### src/design/bhs_pkg.sv
`timescale 1ns / 1ps
`default_nettype none

package bhs_pkg;

  localparam int unsigned OpcodeBits = 2;
  localparam int unsigned KeyPortBits = 16;

  typedef enum logic [OpcodeBits-1:0] {
    OP_PUSH  = 2'd0,
    OP_POP   = 2'd1,
    OP_QUERY = 2'd2,
    OP_NOP   = 2'd3
  } opcode_t;

  // Broadcast controls from the top level to every cell of the row.
  typedef struct packed {
    logic fill;   // push into a stack that is not full
    logic shift;  // push into a full stack: move every entry down one slot
    logic pop;    // remove the top entry
  } cell_ctrl_t;

endpackage

`default_nettype wire

### src/design/bhs_req_if.sv
`timescale 1ns / 1ps
`default_nettype none

interface bhs_req_if;
  import bhs_pkg::*;

  logic                   valid;
  logic                   ready;
  opcode_t                opcode;
  logic [KeyPortBits-1:0] key;
  logic                   is_dynamic;

  modport source (output valid, output opcode, output key, output is_dynamic, input ready);
  modport sink (input valid, input opcode, input key, input is_dynamic, output ready);
endinterface

`default_nettype wire

### src/design/bhs_rsp_if.sv
`timescale 1ns / 1ps
`default_nettype none

interface bhs_rsp_if;
  import bhs_pkg::*;

  logic                   valid;
  logic                   ready;
  logic [KeyPortBits-1:0] popped_key;
  logic                   popped_valid;
  logic                   found;
  logic                   dropped_oldest;
  logic                   stack_empty;

  modport source (
    output valid, output popped_key, output popped_valid, output found,
    output dropped_oldest, output stack_empty, input ready
  );
  modport sink (
    input valid, input popped_key, input popped_valid, input found,
    input dropped_oldest, input stack_empty, output ready
  );
endinterface

`default_nettype wire

### src/design/bounded_history_stack_top.sv
`timescale 1ns / 1ps
`default_nettype none

// Channel  | Direction | Payload                                                | Handshake
// in_if    | sink      | opcode, key, is_dynamic                                | valid/ready
// out_if   | source    | popped_key, popped_valid, found, dropped_oldest,       | valid/ready
//          |           | stack_empty                                            |
//
// One request per cycle: each accepted request is resolved against the row of cells in
// the cycle it is accepted; its result is captured in the output register at the accepting
// edge and offered on out_if from the next cycle.
// The rate is set by the output register: a new request is taken whenever that register
// is empty or is being drained in the same cycle.
// Reset (rst_n, synchronous, active low) empties the stack and the output register at the
// first rising edge with rst_n low; in_if.ready stays low while rst_n is low.
// A stall on out_if holds the result and blocks in_if until the result is taken.

module bounded_history_stack_top #(
  parameter int unsigned STACK_DEPTH = 8,
  parameter int unsigned KEY_BITS    = 16
) (
  input wire       clk,
  input wire       rst_n,
  bhs_req_if.sink  in_if,
  bhs_rsp_if.source out_if
);
  import bhs_pkg::*;

  // Only the low KEY_BITS bits of a key take part; the port is fixed at 16 bits.
  localparam int unsigned KW = (KEY_BITS < KeyPortBits) ? KEY_BITS : KeyPortBits;

  logic                   accept;
  logic [KW-1:0]          req_key;
  logic                   key_zero;
  logic                   is_push;
  logic                   is_pop;
  logic                   is_query;
  logic                   full;
  logic                   empty;
  logic                   dup;
  logic                   do_push;
  logic [KW-1:0]          pop_key;
  cell_ctrl_t             ctrl;

  logic [KW-1:0]          cell_key   [STACK_DEPTH];
  logic [KW-1:0]          cell_top   [STACK_DEPTH];
  logic [STACK_DEPTH-1:0] cell_valid;
  logic [STACK_DEPTH-1:0] cell_valid_nxt;
  logic [STACK_DEPTH-1:0] cell_match;

  // Output register
  logic                   out_valid_r, out_valid_nxt;
  logic [KeyPortBits-1:0] popped_key_r;
  logic                   popped_valid_r;
  logic                   found_r;
  logic                   dropped_r;
  logic                   empty_r;

  // Take a request whenever the output register is free or draining; hold off in reset.
  assign in_if.ready = rst_n && (!out_valid_r || out_if.ready);
  assign accept      = in_if.valid && in_if.ready;

  assign req_key  = in_if.key[KW-1:0];
  assign key_zero = (req_key == '0);
  assign is_push  = (in_if.opcode == OP_PUSH);
  assign is_pop   = (in_if.opcode == OP_POP);
  assign is_query = (in_if.opcode == OP_QUERY);

  // Live entries fill the low slots, so the valid bits form a thermometer.
  assign full  = cell_valid[STACK_DEPTH-1];
  assign empty = !cell_valid[0];
  assign dup   = |cell_match;

  // Drop pushes of key zero and dynamic pushes of a key already held.
  assign do_push = is_push && !key_zero && !(in_if.is_dynamic && dup);

  assign ctrl.fill  = accept && do_push && !full;
  assign ctrl.shift = accept && do_push && full;
  assign ctrl.pop   = accept && is_pop && !empty;

  genvar g;
  generate
    for (g = 0; g < STACK_DEPTH; g++) begin : g_cell
      // Neighbor above hands its entry down on a shift; the last cell gets the new key.
      logic [KW-1:0] above_key;
      logic          above_valid;
      logic          below_valid;

      if (g == STACK_DEPTH - 1) begin : g_last
        assign above_key   = req_key;
        assign above_valid = 1'b0;
      end else begin : g_mid
        assign above_key   = cell_key[g+1];
        assign above_valid = cell_valid[g+1];
      end

      if (g == 0) begin : g_first
        assign below_valid = 1'b1;
      end else begin : g_upper
        assign below_valid = cell_valid[g-1];
      end

      bhs_cell #(
        .KW (KW)
      ) u_cell (
        .clk         (clk),
        .rst_n       (rst_n),
        .ctrl        (ctrl),
        .new_key     (req_key),
        .above_key   (above_key),
        .above_valid (above_valid),
        .below_valid (below_valid),
        .key         (cell_key[g]),
        .valid       (cell_valid[g]),
        .valid_nxt   (cell_valid_nxt[g]),
        .match       (cell_match[g]),
        .top_key     (cell_top[g])
      );
    end
  endgenerate

  // At most one cell is on top (none when the stack is empty), so an OR over the row picks its key.
  always_comb begin
    pop_key = '0;
    for (int i = 0; i < STACK_DEPTH; i++) begin
      pop_key = pop_key | cell_top[i];
    end
  end

  assign out_valid_nxt = accept ? 1'b1 : (out_if.ready ? 1'b0 : out_valid_r);

  always_ff @(posedge clk) begin
    if (accept) begin
      popped_key_r   <= (is_pop && !empty) ? KeyPortBits'(pop_key) : '0;
      popped_valid_r <= is_pop && !empty;
      // An empty slot counts as holding key zero.
      found_r        <= is_query && (key_zero ? !full : dup);
      dropped_r      <= do_push && full;
      empty_r        <= !cell_valid_nxt[0];
    end
    if (!rst_n) begin
      out_valid_r <= 1'b0;
    end else begin
      out_valid_r <= out_valid_nxt;
    end
  end

  assign out_if.valid          = out_valid_r;
  assign out_if.popped_key     = popped_key_r;
  assign out_if.popped_valid   = popped_valid_r;
  assign out_if.found          = found_r;
  assign out_if.dropped_oldest = dropped_r;
  assign out_if.stack_empty    = empty_r;

endmodule

`default_nettype wire

### src/design/bhs_cell.sv
`timescale 1ns / 1ps
`default_nettype none

module bhs_cell #(
  parameter int unsigned KW = 16
) (
  input  wire                       clk,
  input  wire                       rst_n,
  input  wire bhs_pkg::cell_ctrl_t  ctrl,
  input  wire  [KW-1:0]             new_key,
  input  wire  [KW-1:0]             above_key,
  input  wire                       above_valid,
  input  wire                       below_valid,
  output logic [KW-1:0]             key,
  output logic                      valid,
  output logic                      valid_nxt,
  output logic                      match,
  output logic [KW-1:0]             top_key
);
  import bhs_pkg::*;

  logic [KW-1:0] key_r, key_nxt;
  logic          valid_r;
  logic          is_top;

  assign is_top = valid_r && !above_valid;

  always_comb begin
    key_nxt   = key_r;
    valid_nxt = valid_r;
    if (ctrl.shift) begin
      // take the neighbor's entry; the last cell sees the new key there
      key_nxt = above_key;
    end else if (ctrl.fill && !valid_r && below_valid) begin
      key_nxt   = new_key;
      valid_nxt = 1'b1;
    end else if (ctrl.pop && is_top) begin
      valid_nxt = 1'b0;
    end
  end

  always_ff @(posedge clk) begin
    key_r <= key_nxt;
    if (!rst_n) begin
      valid_r <= 1'b0;
    end else begin
      valid_r <= valid_nxt;
    end
  end

  assign key     = key_r;
  assign valid   = valid_r;
  assign match   = valid_r && (key_r == new_key);
  assign top_key = is_top ? key_r : '0;

endmodule

`default_nettype wire
### src/flat_wrapper.sv
// flat-port wrapper written by rule: the top's interface ports become plain ports
module bounded_history_stack_top_flat import bhs_pkg::*;
#(
  parameter int unsigned STACK_DEPTH = 8,
  parameter int unsigned KEY_BITS    = 16
)
  (clk, rst_n, in_if_valid, in_if_opcode, in_if_key, in_if_is_dynamic, in_if_ready, out_if_valid, out_if_popped_key, out_if_popped_valid, out_if_found, out_if_dropped_oldest, out_if_stack_empty, out_if_ready);
  bhs_req_if in_if_i ();
  bhs_rsp_if out_if_i ();
  input wire clk;
  input wire rst_n;
  input wire logic [$bits(in_if_i.valid)-1:0] in_if_valid;
  input wire logic [$bits(in_if_i.opcode)-1:0] in_if_opcode;
  input wire logic [$bits(in_if_i.key)-1:0] in_if_key;
  input wire logic [$bits(in_if_i.is_dynamic)-1:0] in_if_is_dynamic;
  output wire logic [$bits(in_if_i.ready)-1:0] in_if_ready;
  output wire logic [$bits(out_if_i.valid)-1:0] out_if_valid;
  output wire logic [$bits(out_if_i.popped_key)-1:0] out_if_popped_key;
  output wire logic [$bits(out_if_i.popped_valid)-1:0] out_if_popped_valid;
  output wire logic [$bits(out_if_i.found)-1:0] out_if_found;
  output wire logic [$bits(out_if_i.dropped_oldest)-1:0] out_if_dropped_oldest;
  output wire logic [$bits(out_if_i.stack_empty)-1:0] out_if_stack_empty;
  input wire logic [$bits(out_if_i.ready)-1:0] out_if_ready;
  assign in_if_i.valid = in_if_valid;
  assign in_if_i.opcode = in_if_opcode;
  assign in_if_i.key = in_if_key;
  assign in_if_i.is_dynamic = in_if_is_dynamic;
  assign in_if_ready = in_if_i.ready;
  assign out_if_valid = out_if_i.valid;
  assign out_if_popped_key = out_if_i.popped_key;
  assign out_if_popped_valid = out_if_i.popped_valid;
  assign out_if_found = out_if_i.found;
  assign out_if_dropped_oldest = out_if_i.dropped_oldest;
  assign out_if_stack_empty = out_if_i.stack_empty;
  assign out_if_i.ready = out_if_ready;
  bounded_history_stack_top #(.STACK_DEPTH(STACK_DEPTH), .KEY_BITS(KEY_BITS)) u_core (.clk(clk), .rst_n(rst_n), .in_if(in_if_i), .out_if(out_if_i));
endmodule
### config.mk
export PLATFORM = sky130hd
export DESIGN_NAME = bounded_history_stack_top_flat
export DESIGN_NICKNAME = d
export VERILOG_FILES = /design/src/design/bhs_pkg.sv /design/src/design/bhs_req_if.sv /design/src/design/bhs_rsp_if.sv /design/src/design/bounded_history_stack_top.sv /design/src/design/bhs_cell.sv /design/src/flat_wrapper.sv
export SDC_FILE = /design/constraint.sdc
export NUM_CORES = 1
export LEC_CHECK = 0
export BUFFER_PORTS_ARGS = -buffer_cell sky130_fd_sc_hd__clkbuf_2
export CAP_MARGIN = 20
export CORE_MARGIN = 5
export CORE_UTILIZATION = 60
export CTS_CLUSTER_SIZE = 30
export DETAILED_ROUTE_END_ITERATION = 16
export PLACE_DENSITY = 0.78
export SLEW_MARGIN = 20
export SYNTH_ARGS = -nofsm -noshare
export SYNTH_HDL_FRONTEND = slang
export SYNTH_HIERARCHICAL = 1
export SYNTH_SLANG_ARGS = --single-unit
### constraint.sdc
create_clock -name clk -period 6.52 [get_ports clk]
set_input_delay 0.326 -clock clk [delete_from_list [all_inputs] [get_ports clk]]
set_output_delay 0.326 -clock clk [all_outputs]
set_load 0.02 [all_outputs]
==> results.py <==
metrics = {
    "detailed_routing": {
        "wl_um": 21400,
        "ant_nets": 0,
        "dr.pass1.iters": 5,
        "drt_iter0_markers": 544,
        "post_drt_wl_per_cell_um": 21.4,
        "route.detailed.drc": 0,
        "vias": 6096,
        "vias_per_cell": 6.11,
    },
    "layout": {
        "drive_above_1_share_pct": 28.6,
        "nFillCells": 1102,
        "diodes": 0,
        "fin_nets": 821,
        "syn_to_final_growth_pct": 10.8,
        "area.sequential_um2": 4620,
        "multiInputGateArea_um2": 4530,
        "final_util_pct": 67.6,
        "fin_area_um2": 10300,
    },
    "placement": {
        "numPortBuffers": 44,
        "hpwl_um": 15100,
        "gp_congestion": 0.958,
        "placed_cell_area_um2": 9710,
    },
    "clocking": {
        "clock_sinks": 157,
        "cts_inserted_buffers": 17,
        "h-tree-depth": 4,
        "post_cts_buffers": 0,
        "clkLatencyLatePin_ns": 0.43,
        "cts_tree": "yes",
        "postCtsHoldBufs": 0,
        "cts_buffer_depth": 2,
        "cts_root_buf": "clkbuf_16",
        "cts_resized": 0,
        "path_clk_slew_ns": 0.06,
    },
    "worst_setup_path": {
        "critPathArrivalTime_ns": 3.91,
        "crit_fanout": 64,
        "crit_type": "reg -> reg",
        "setup.worst_path.end_class": "register",
        "required_ns": 6.69,
        "crit_path_start_kind": "register",
    },
    "floorplan": {
        "initial_utilization_pct": 61.0,
        "core_area_um2": 15200,
        "die_h_um": 134,
        "num_io_pins": 45,
        "die_area_um2": 18000,
        "rows": 45,
        "die_x_um": 134,
    },
    "logic_synthesis": {
        "yosys_warnings": 6,
        "netlist_area_um2": 9270,
        "ys_ff_latch": 157,
        "synthArstFlopShare_pct": 0,
        "synth_top_area_cell": "edfxtp_1",
        "synth_edf_count": 148,
        "ys_seq_area_share_pct": 49.9,
        "ys_top_cells_by_area": "edfxtp_1 48%, mux2_2 16%, and2_1 9.2%, xnor2_1 9.1%, xor2_1 3.0%",
        "synth_nets": 771,
        "synth_top_area_share_pct": 48.0,
        "synthCells": 748,
        "ys.flop_type": "edfxtp_1",
        "synth.distinct_cells": 28,
        "synth_area_per_cell_um2": 12.4,
    },
    "global_route": {
        "grt_usage_pct": 24.2,
        "overflow": 0,
        "grt_pass1_wl_um": 33600,
        "grt_max_degree": 65,
        "antenna_found_initial": 0,
        "first_global_vias": 6086,
    },
    "timing": {
        "finalSetupViolCount": 0,
        "rsz0062_at_grt": "no",
        "finalCriticalPeriod_ns": 3.74,
        "slew_headroom_pct": 32.1,
        "finalHoldViolations": 0,
        "tns_ns": 0,
        "fmax_mhz": 268,
        "holdWs_ns": 0.161,
        "fin_crit_sh_pct": 57.3,
        "worst_pin_slew_ns": 1.02,
        "finalMaxSlewViolations": 0,
        "clock_skew_ns": 0.00842,
    },
    "flow_run": {
        "cap_violations": 0,
    },
    "pwr": {
        "p_leak_nw": 3.39,
        "p_per_area_nw_per_um2": 214,
        "ir_drop_mv": 0.187,
    },
    "hold_path": {
        "hp-class": "in -> reg",
    },
    "outcome": {
        "status": "completed",
    },
}
## per-stage QoR
stage               total power [mW]  std cells  setup WS, ns
floorplan                       1.21        748          3.33
global placement                1.27        967          2.64
detailed placement              1.27        967          2.48
CTS                             2.21        998          2.82
global route                    2.26        998          2.63
finish                          2.20        998          2.78
## cell usage after synthesis, types with 8 or more instances
master	number
nor2b_1	8
o21a_1	8
edfxtp_1	148
nor2_1	11
nor4_1	42
a21oi_1	17
mux2_2	128
nand3b_1	9
dfxtp_1	9
clkbuf_1	8
o21bai_1	8
xor2_1	32
nand2_1	17
nand4_1	24
nor4_2	14
and2_1	137
xnor2_1	96
buf_2	17
## final timing paths
path                                                      from                        endpoint  slack (ns)  cells after the start
worst max-delay path            u_core/g_cell[5].u_cell/key[0]  u_core/g_cell[6].u_cell/key[2]        2.78                     10
worst max register to register  u_core/g_cell[5].u_cell/key[0]  u_core/g_cell[6].u_cell/key[2]        2.78                     10
worst min register to register             u_core/out_if.valid             u_core/out_if.valid        0.55                      2
worst min-delay path                               in_if_valid             u_core/out_if.valid        0.16                      3
## logic make-up (layout without fill, tap and decap cells)
group / count (synthesis) / in the layout / share of synthesized area, %
DFF: 157 / 157 / 49.9
and+or+nand+nor: 268 / 268 / 18.4
AOI/OAI and AO/OA: 35 / 35 / 2.38
other: 2 / 2 / 0.0810
xor gates and xnor gates: 128 / 128 / 12.1
muxes: 129 / 129 / 15.7
buffers and inverters: 29 / 91 / 1.40
## cells in the final DEF (no fill, tap or decap)
cell type	synthesis	layout
edfxtp_1	148	148
and2_1	137	137
mux2_2	128	128
xnor2_1	96	96
clkbuf_2	0	44
nor4_1	42	41
xor2_1	32	32
nand4_1	24	24
clkbuf_16	0	17
nand2_1	17	17
a21oi_1	17	17
nor4_2	14	15
buf_4	0	12
nor2_1	11	11
nand3b_1	9	9
dfxtp_1	9	9
o21bai_1	8	8
o21a_1	8	8
inv_1	4	4
nor2b_2	0	4
nor2b_1	8	4
clkinv_1	0	3
clkinv_2	0	3
clkinvlp_4	0	3
clkinv_4	0	2
bufinv_16	0	2
nand2b_1	2	2
conb_1	2	2
clkbuf_1	8	1
nand3_1	1	1
and4_4	1	1
a21boi_1	1	1
or3_1	1	1
mux2_4	1	1
nor3_1	1	1
a21boi_0	1	1
## worst max-delay path: stages, from the launching register on
cell and delay [ns]:
edfxtp_1 0.41, xor2_1 0.20, nor4_1 0.09, nand4_1 0.13, nor4_2 0.07, nor4_2 0.39, a21boi_1 0.18, nor4_2 0.31
buf_4 0.69, buf_4 0.59, mux2_2 0.40
## sequential cells by signal (all words and copies together), names as in the netlist
register / count
u_core/g_cell.u_cell/key: 128
u_core/out_if.popped_key: 16
u_core/g_cell.u_cell/valid: 8
u_core/out_if.dropped_oldest: 1
u_core/out_if.found: 1
u_core/out_if.popped_valid: 1
u_core/out_if.stack_empty: 1
u_core/out_if.valid: 1
## power by group
part | internal [mW] | switching, mW
clock | 0.555 | 0.389
combinational | 0.0640 | 0.0796
sequential | 1.11 | 0.00217
## final cells by class
class,instances,area share (%)
Clock buffer,18,4.18
Clock inverter,13,1.23
Inverter,4,0.146
Multi-Input combinational cell,562,44.1
Sequential cell,157,45.0
Tap cell,188,2.29
Timing Repair Buffer,56,3.02
## metal layers
layer  global-route usage [%]  vias up  routed length (um)
met2                     37.8      259               10100
met4                     11.2        0                 732
met3                     4.46       48                1370
met5                        0        -                   0
li1                         -     2845                   -
met1                     32.9     2944                9210
No activity file was read; power rests on OpenSTA's default activity.
